## config.mk

```make
export PLATFORM = sky130hd
export DESIGN_NAME = slc_ctrl
export DESIGN_NICKNAME = d
export VERILOG_FILES = /design/src/rtl/slc_pkg.sv /design/src/rtl/slc_ctrl.sv
export SDC_FILE = /design/constraint.sdc
export NUM_CORES = 1
export LEC_CHECK = 0
export BUFFER_PORTS_ARGS = -buffer_cell sky130_fd_sc_hd__buf_2
export CORE_AREA = 3 3 40 42
export DETAILED_ROUTE_END_ITERATION = 10
export DIE_AREA = 0 0 43 45
export SETUP_SLACK_MARGIN = 0.4
export SLEW_MARGIN = 10
export SYNTH_ARGS = -nofsm -noshare
export SYNTH_HDL_FRONTEND = slang
export SYNTH_SLANG_ARGS = --single-unit
```

## constraint.sdc

```tcl
create_clock -name clk -period 2.07 [get_ports clk]
set_input_delay 0.3105 -clock clk [delete_from_list [all_inputs] [get_ports clk]]
set_output_delay 0.3105 -clock clk [all_outputs]
set_load 0.05 [all_outputs]
```

## src/rtl/slc_pkg.sv

```systemverilog
package slc_pkg;

    localparam int FRAME_W   = 64;
    localparam int MASK_W    = 32;
    localparam int MAX_COORDS = 32;
    localparam int OUT_IDX_W = 8;

    typedef enum logic [1:0] {
        ST_IDLE,
        ST_SCAN,
        ST_DONE
    } slc_state_t;

    // controller -> datapath
    typedef struct packed {
        logic start;         // latch frame, rewind scan
        logic scan;          // issue the next table read
        logic capture_hit;   // take the matching entry's index as result
        logic capture_miss;  // append the frame or flag a full table
        logic load_out;      // move the result into the output register
    } slc_cmd_t;

    // datapath -> controller
    typedef struct packed {
        logic hit;           // entry under compare matches the frame
        logic exhausted;     // every stored entry compared, none matched
    } slc_status_t;

endpackage

```

## src/rtl/slc_ctrl.sv

```systemverilog
module slc_ctrl
    import slc_pkg::*;
(
    input  logic        clk,
    input  logic        rst_n,
    input  logic        in_valid,
    output logic        in_stall,
    output logic        out_valid,
    input  logic        out_stall,
    input  slc_status_t status,
    output slc_cmd_t    cmd
);

    slc_state_t state_reg;
    slc_state_t state_next;
    logic       out_valid_reg;
    logic       out_valid_next;

    always_ff @(posedge clk or negedge rst_n)
    begin
        if (!rst_n)
        begin
            state_reg     <= ST_IDLE;
            out_valid_reg <= 1'b0;
        end
        else
        begin
            state_reg     <= state_next;
            out_valid_reg <= out_valid_next;
        end
    end

    always_comb
    begin
        state_next = state_reg;
        cmd        = '0;
        case (state_reg)
            ST_IDLE:
            begin
                if (in_valid)
                begin
                    cmd.start  = 1'b1;
                    state_next = ST_SCAN;
                end
            end
            ST_SCAN:
            begin
                if (status.hit)
                begin
                    cmd.capture_hit = 1'b1;
                    state_next      = ST_DONE;
                end
                else if (status.exhausted)
                begin
                    cmd.capture_miss = 1'b1;
                    state_next       = ST_DONE;
                end
                else
                begin
                    cmd.scan = 1'b1;
                end
            end
            ST_DONE:
            begin
                // hold the result until the output register is free
                if (!out_valid_reg || !out_stall)
                begin
                    cmd.load_out = 1'b1;
                    state_next   = ST_IDLE;
                end
            end
            default:
            begin
                state_next = ST_IDLE;
            end
        endcase
    end

    always_comb
    begin
        if (cmd.load_out)
            out_valid_next = 1'b1;
        else if (out_valid_reg && !out_stall)
            out_valid_next = 1'b0;
        else
            out_valid_next = out_valid_reg;
    end

    assign in_stall  = (state_reg != ST_IDLE);
    assign out_valid = out_valid_reg;

endmodule

```

-- Yosys cells after proc, flatten, opt, wreduce, memory -nomap -nowiden
Index checks and enable logic that the tools add are counted.
- input bits: 6
- word-level logic and storage cells: 32
- output and inout port bits: 7
- bits in registers: 3
- reductions and logical operators: 8
- equal/unequal tests: 5
- muxes and demuxes: 17
- operators with widths (operator ; count):
    $mux 1 ; 11
    $mux 2 ; 4
    $pmux 2 s3 ; 1
    $ne 2x2->1 const B ; 2
    $reduce_bool 2->1 ; 2
    $mux 3 ; 1
    $ne 3x3->1 const B ; 1
    $reduce_and 3->1 ; 1
    $eq 2x1->1 const B ; 1
    $eq 2x2->1 const B ; 1
    $logic_not 1->1 ; 2
    $logic_not 2->1 ; 1
    $logic_and 1x1->1 ; 1
    $logic_or 1x1->1 ; 1

-- Longest topological paths before layout
Gate-level depths: netlist (run 1).
- depth after elaboration: 5
- gate-level depth with buffers: 3
- mapped depth without buffers: 2

-- Worst setup path before layout (run 1)
Ideal clock, no wire load.
- kind: register -> output
- from: reg state_reg[1]
- to: out cmd[1] (netlist name)
- cell stages (with the launch flop): 3
- arrival time: 1260 ps
- required time: 1760 ps
- slack: 500 ps
- path buffers: 0
- path through: dfrtp_1 nand2b_1 nor3b_2
- RTL lines (item ; line ; RTL):
    start: declaration ; slc_ctrl.sv:14 ; slc_state_t state_reg;
    start signal: assignment ; slc_ctrl.sv:28 ; state_reg <= state_next;
    end: declaration ; slc_ctrl.sv:11 ; output slc_cmd_t cmd

==> results by group, run 1 <==
Outcome
  • Status: finished clean

Synth
  • Post-Synth XOR/XNOR Area: 0%
  • Post-synthesis sequential area ratio: 42.3%
  • Simple-gate area share of the yosys netlist: 40.1%
  • Synthesized flop and latch total: 3
  • Syn avg cell area: 9.87 µm²
  • Synthesized area: 178 µm²
  • Yosys warning total: 0
  • Synthesized Nets: 24
  • Post-synthesis mux area share: 0%
  • Cell count after synthesis: 18
  • Adder-Cell Fraction of Synth Area: 0%
  • Largest family of logic cells by synthesized area: simple AND/OR/NAND/NOR gates
  • Library cells used by synthesis: 13
  • Synth Area in Compound Gates: 11.3%

Timing
  • Highest clock rate: 636 MHz
  • Final setup vio count: 0
  • Final WS setup: 499 ps
  • Worst hold slack: 323 ps
  • Final Skew: 0.375 ps
  • TNS Setup: 0 ps
  • Rel. slew slack: 83.6%
  • Slew Limit Fails: 0
  • Fin crit share: 75.9%
  • Min cycle time layout: 1570 ps
  • Worst Tran Pin Value: 248 ps
  • RSZ-0062 raised after global routing: false
  • Hold Violations, Final: 0

Die
  • I/O Pins: 13
  • Die area: 1940 µm²
  • # rows: 13
  • Die H: 45 µm
  • Chip width: 43 µm
  • Core Area: 1280 µm²
  • Starting Density: 13.8%

Final layout
  • Final net count: 41
  • Commonest non-fill, non-tap cell in the layout: buf_2
  • Number of flip-flops in the largest register: 2
  • Layout area overhead: 62.0%
  • Share of layout cells above drive strength 1: 52.9%
  • Commonest non-fill, non-tap cells in the layout: 11 x buf_2, 4 x clkbuf_4, 3 x dfrtp_1
  • Antenna diodes: 0

Clocking
  • Clock Path Buffers: 2
  • Clock slew at reported path FFs: 40 ps
  • H-tree levels: 1
  • Worst-Skew Late Latency: 230 ps
  • Clock sink count: 3
  • CTS root buf: clkbuf_4
  • CTS tree: yes
  • CTS Buf Count: 3

Critical path
  • Endpoint type of the worst setup path: output pin
  • Worst R2R Setup Slack: 1220 ps
  • CP Class: reg2out
  • WP data arrival: 1260 ps
  • Crit-path max FO: 5
  • Crit path launch type: flip-flop
  • Worst EP required: 1760 ps

Placement
  • Routability congestion estimate: 0.633
  • Detailed placer's ending HPWL: 346 µm
  • DP Worst Slack: 714 ps
  • Number of buffers added on ports: 12

Routing
  • # DRC: 0
  • TritonRoute pass-1 iters: 2
  • Post-route ant nets: 0
  • Initial DRC count: 1
  • Routed WL: 419 µm
  • Routed vias/inst: 3.71
  • Avg WL per Cell: 8.55 µm
  • Number of vias in the routed layout: 182

Global routing
  • Initial antenna violation count: 0
  • Vias in the first global route: 197
  • GRT Util Overall: 5.26%
  • Overflow after GRT: 0
  • Largest net degree at the start of global routing: 7
  • First-pass GRT wire length: 703 µm

Hold path
  • Min-Delay Path Class: in2reg

Run
  • Max-Cap Viols: 0

Pwr
  • Peak VDD IR: 0.000284 V
  • Leak Pwr: 0.000150 µW
  • Power Density: 1610 nW/µm²
-- critical path: stages, from the launching register on --
cell and delay [ps]:
dfrtp_1 410, nand2b_1 210, nor3b_2 160, clkbuf_4 250
-- repair_timing --
action,4_1_cts,5_1_grt
hold buffers,1,0
endpoints found under the setup margin,0,1
setup buffers,0,0
resized for setup,0,1
endpoints found under the hold margin,3,0
-- cells by family (layout without fill, tap and decap cells) --
logic type      Yosys count  after routing
simple gates             10             10
flops                     3              3
buf+inv                   2             18
compound gates            3              3
-- path summary, 6_finish.rpt --
check                                    end    startpoint  depth (start not counted)
worst max-delay path                  cmd[1]  state_reg[1]                          3
worst min-delay path               out_valid     out_stall                          3
worst max register to register  state_reg[1]  state_reg[0]                          2
worst min register to register     out_valid     out_valid                          2
max in group asynchronous       state_reg[1]         rst_n                          2
min in group asynchronous          out_valid         rst_n                          2
-- through the flow --
stage	cell area, µm²	util (%)	power (µW)	instances
after floorplan	178	-	316	18
after global placement	249	19.4	361	44
after detailed placement	249	19.4	364	44
after CTS	285	22.2	473	49
after global routing	288	22.4	493	49
final	288	22.4	464	49
-- synth_stat cells --
library cell,instances,area (µm²)
nand2_1,2,7.51
nand2b_1,2,12.5
a21oi_1,1,5.00
or2_1,1,6.26
and3_1,1,6.26
nor3_2,1,10.0
a31o_1,1,8.76
buf_4,1,7.51
o22ai_1,1,6.26
inv_1,1,3.75
nor2_1,1,3.75
dfrtp_1,3,75.1
nor3b_2,2,25.0
-- cell type report --
cell class                      instances  area, µm²
Fill cell                             147        997
Clock buffer                            4       26.3
Sequential cell                         3       75.1
Timing Repair Buffer                   13       72.6
Multi-Input combinational cell         13       91.3
Tap cell                               15       18.8
Inverter                                1       3.75
-- metal layers --
layer / up-vias / wire, µm / share of wire [%] / GRT usage (%)
met5: - / 0 / 0 / 0
met4: 0 / 0 / 0 / 5.42
li1: 94 / - / - / -
met1: 83 / 126 / 30 / 4.37
met2: 5 / 253 / 60 / 8.98
met3: 0 / 38 / 9.1 / 2.39
-- report_power, final --
group	switching [µW]	leakage, µW	total (µW)	internal [µW]
Sequential	24.3	0.0000386	107	82.3
Combinational	192	0.0000969	256	63.9
Clock	28.9	0.0000150	101	72.1
Total	245	0.000150	464	218
(Power assumes the default switching activity.)
==> inputs of run 2 (changes only) <==
==> constraint.sdc (replaced) <==
create_clock -name clk -period 1.63 [get_ports clk]
set_input_delay 0.2445 -clock clk [delete_from_list [all_inputs] [get_ports clk]]
set_output_delay 0.2445 -clock clk [all_outputs]
set_load 0.05 [all_outputs]
==> run 2 against run 1 <==
Setup slack worse by 320 ps; highest routed layer unchanged; cell area up 53%; sequential share of layout area down 8.5 points; largest power group unchanged; register-to-register slack worse by 680 ps; via count up 18%; final cell count up 14%; die area unchanged; combinational power up 120%.
==> results by group, run 2 (synthesis gave the netlist of run 1 again) <==
Outcome
  • Status: finished clean (unchanged)

Pwr
  • Power Density: 1910 nW/µm² (was 1610 nW/µm²)
  • Pint: 457 µW (was 218 µW)
  • Sw Pwr: 387 µW (was 245 µW)
  • Reg power frac: 18.4% (was 23.0%)
  • Leak Pwr: 0.000206 µW (was 0.000150 µW)
  • Combinational cell fraction of total power: 66.1% (was 55.2%)
  • Switching Fraction: 45.9% (was 52.9%)
  • Peak VDD IR: 0.000474 V (was 0.000284 V)
  • Clk pwr share: 15.4% (was 21.8%)

Final layout
  • Number of flip-flops in the largest register: 2 (unchanged)
  • Final core occ: 34.4% (was 22.4%)
  • Final net count: 48 (was 41)
  • Share of layout cells above drive strength 1: 78.0% (was 52.9%)
  • Fin area: 442 µm² (was 288 µm²)
  • Layout area overhead: 149% (was 62.0%)
  • Antenna diodes: 0 (unchanged)
  • Commonest non-fill, non-tap cells in the layout: 6 x buf_2, 6 x buf_4, 5 x buf_6, 3 x clkbuf_4 (was 11 x buf_2, 4 x clkbuf_4, 3 x dfrtp_1)

Global routing
  • Vias in the first global route: 232 (was 197)
  • First-pass GRT wire length: 945 µm (was 703 µm)
  • Overflow after GRT: 0 (unchanged)
  • Largest net degree at the start of global routing: 7 (unchanged)
  • GRT Util Overall: 7.26% (was 5.26%)
  • Initial antenna violation count: 0 (unchanged)

Die
  • Core Area: 1280 µm² (unchanged)
  • Starting Density: 13.8% (unchanged)
  • Die H: 45 µm (unchanged)
  • Chip width: 43 µm (unchanged)
  • I/O Pins: 13 (unchanged)
  • # rows: 13 (unchanged)
  • Die area: 1940 µm² (unchanged)

Placement
  • Area post-placement: 275 µm² (was 249 µm²)
  • Number of buffers added on ports: 12 (unchanged)
  • Routability congestion estimate: 0.613 (was 0.633)
  • DP Worst Slack: 314 ps (was 714 ps)
  • Detailed placer's ending HPWL: 336 µm (was 346 µm)

Timing
  • Fin crit share: 89.1%
  • Final setup vio count: 0 (unchanged)
  • TNS Setup: 0 ps (unchanged)
  • Worst Tran Pin Value: 248 ps (about the same)
  • Hold Violations, Final: 0 (unchanged)
  • Min cycle time layout: 1450 ps
  • Final WS setup: 178 ps (was 499 ps)
  • Rel. slew slack: 83.6% (about the same)
  • Final Skew: 1.17 ps (was 0.375 ps)
  • Highest clock rate: 689 MHz
  • Worst hold slack: 266 ps (was 323 ps)
  • RSZ-0062 raised after global routing: true (was false)
  • Slew Limit Fails: 0 (unchanged)

Clocking
  • CTS root buf: clkbuf_4 (unchanged)
  • CTS Buf Count: 3 (unchanged)
  • Clock sink count: 3 (unchanged)
  • H-tree levels: 1 (unchanged)
  • Clock Path Buffers: 2 (unchanged)
  • Clock slew at reported path FFs: 40 ps (about the same)
  • CTS tree: yes (unchanged)
  • Worst-Skew Late Latency: 230 ps (about the same)

Critical path
  • Worst EP required: 1390 ps (was 1760 ps)
  • Crit path launch type: flip-flop (unchanged)
  • R2R cell count: 4 (was 2)
  • CP Class: reg2out (unchanged)
  • WP data arrival: 1210 ps (was 1260 ps)
  • Crit-path max FO: 4 (was 5)
  • Reg-to-Reg End: state_reg[1] (unchanged)
  • Worst R2R Start: state_reg[0] (unchanged)
  • Worst R2R Setup Slack: 540 ps (was 1220 ps)
  • Endpoint type of the worst setup path: output pin (unchanged)

Routing
  • Post-route ant nets: 0 (unchanged)
  • Routed vias/inst: 3.82 (was 3.71)
  • Initial DRC count: 3 (was 1)
  • Routed WL: 551 µm (was 419 µm)
  • TritonRoute pass-1 iters: 2 (unchanged)
  • Avg WL per Cell: 9.84 µm (was 8.55 µm)
  • Number of vias in the routed layout: 214 (was 182)
  • # DRC: 0 (unchanged)

Hold path
  • Hold depth: 3 (unchanged)
  • Hold Crit Start: out_stall (unchanged)
  • Min-Delay Path Class: in2reg (unchanged)
  • Hold EP: out_valid (unchanged)

Run
  • Max-Cap Viols: 0 (unchanged)
[run 2: worst max path at each step]
stage          endpoint  slack, ps    startpoint
6_report         cmd[1]        180  state_reg[1]
3_3_place_gp     cmd[1]        310  state_reg[1]
5_1_grt          cmd[1]        130  state_reg[1]
3_5_place_dp     cmd[0]        310  state_reg[0]
4_1_cts          cmd[1]        180  state_reg[1]
2_1_floorplan    cmd[1]        290  state_reg[1]
[run 2: per-layer routing]
layer  share of wire (%)  vias to the layer above  track usage (%)
met2                  55                        8             10.8
met4                   0                        0             10.8
li1                    -                      108                -
met3                 5.3                        0             1.20
met1                  40                       98             7.28
met5                   0                        -                0
[run 2: worst max-delay path, cell delays in order, from the launching register on]
cell	delay, ps
dfrtp_2	430
nand2b_4	180
nor3b_4	180
buf_6	180
[run 2: area by class of cell]
cell class	count	area, µm²
Fill cell	137	843
Timing Repair Buffer	20	176
Multi-Input combinational cell	13	134
Sequential cell	3	77.6
Clock buffer	4	26.3
Tap cell	15	18.8
Inverter	1	8.76
[run 2: per-stage QoR]
| stage | std cells | power, µW |
|---|---|---|
| CTS | 54 | 819 |
| detailed placement | 44 | 500 |
| finish | 56 | 844 |
| global placement | 44 | 499 |
| global route | 56 | 890 |
| floorplan | 18 | 438 |
[run 2: power groups by stage]
stage | Sequential, µW | Clock (µW) | Combinational (µW)
finish | 156 | 130 | 558
global route | 160 | 146 | 584
CTS | 153 | 137 | 530
detailed placement | 149 | 0 | 351
floorplan | 186 | 0 | 252
global placement | 148 | 0 | 351
[run 2: what timing repair did]
action / 4_1_cts / 5_1_grt
resized for setup: 20 / 1
endpoints found under the hold margin: 3 / 0
setup endpoints to repair: 6 / 6
setup buffers: 5 / 2
pin swaps: 2 / 0
hold buffers: 1 / 0
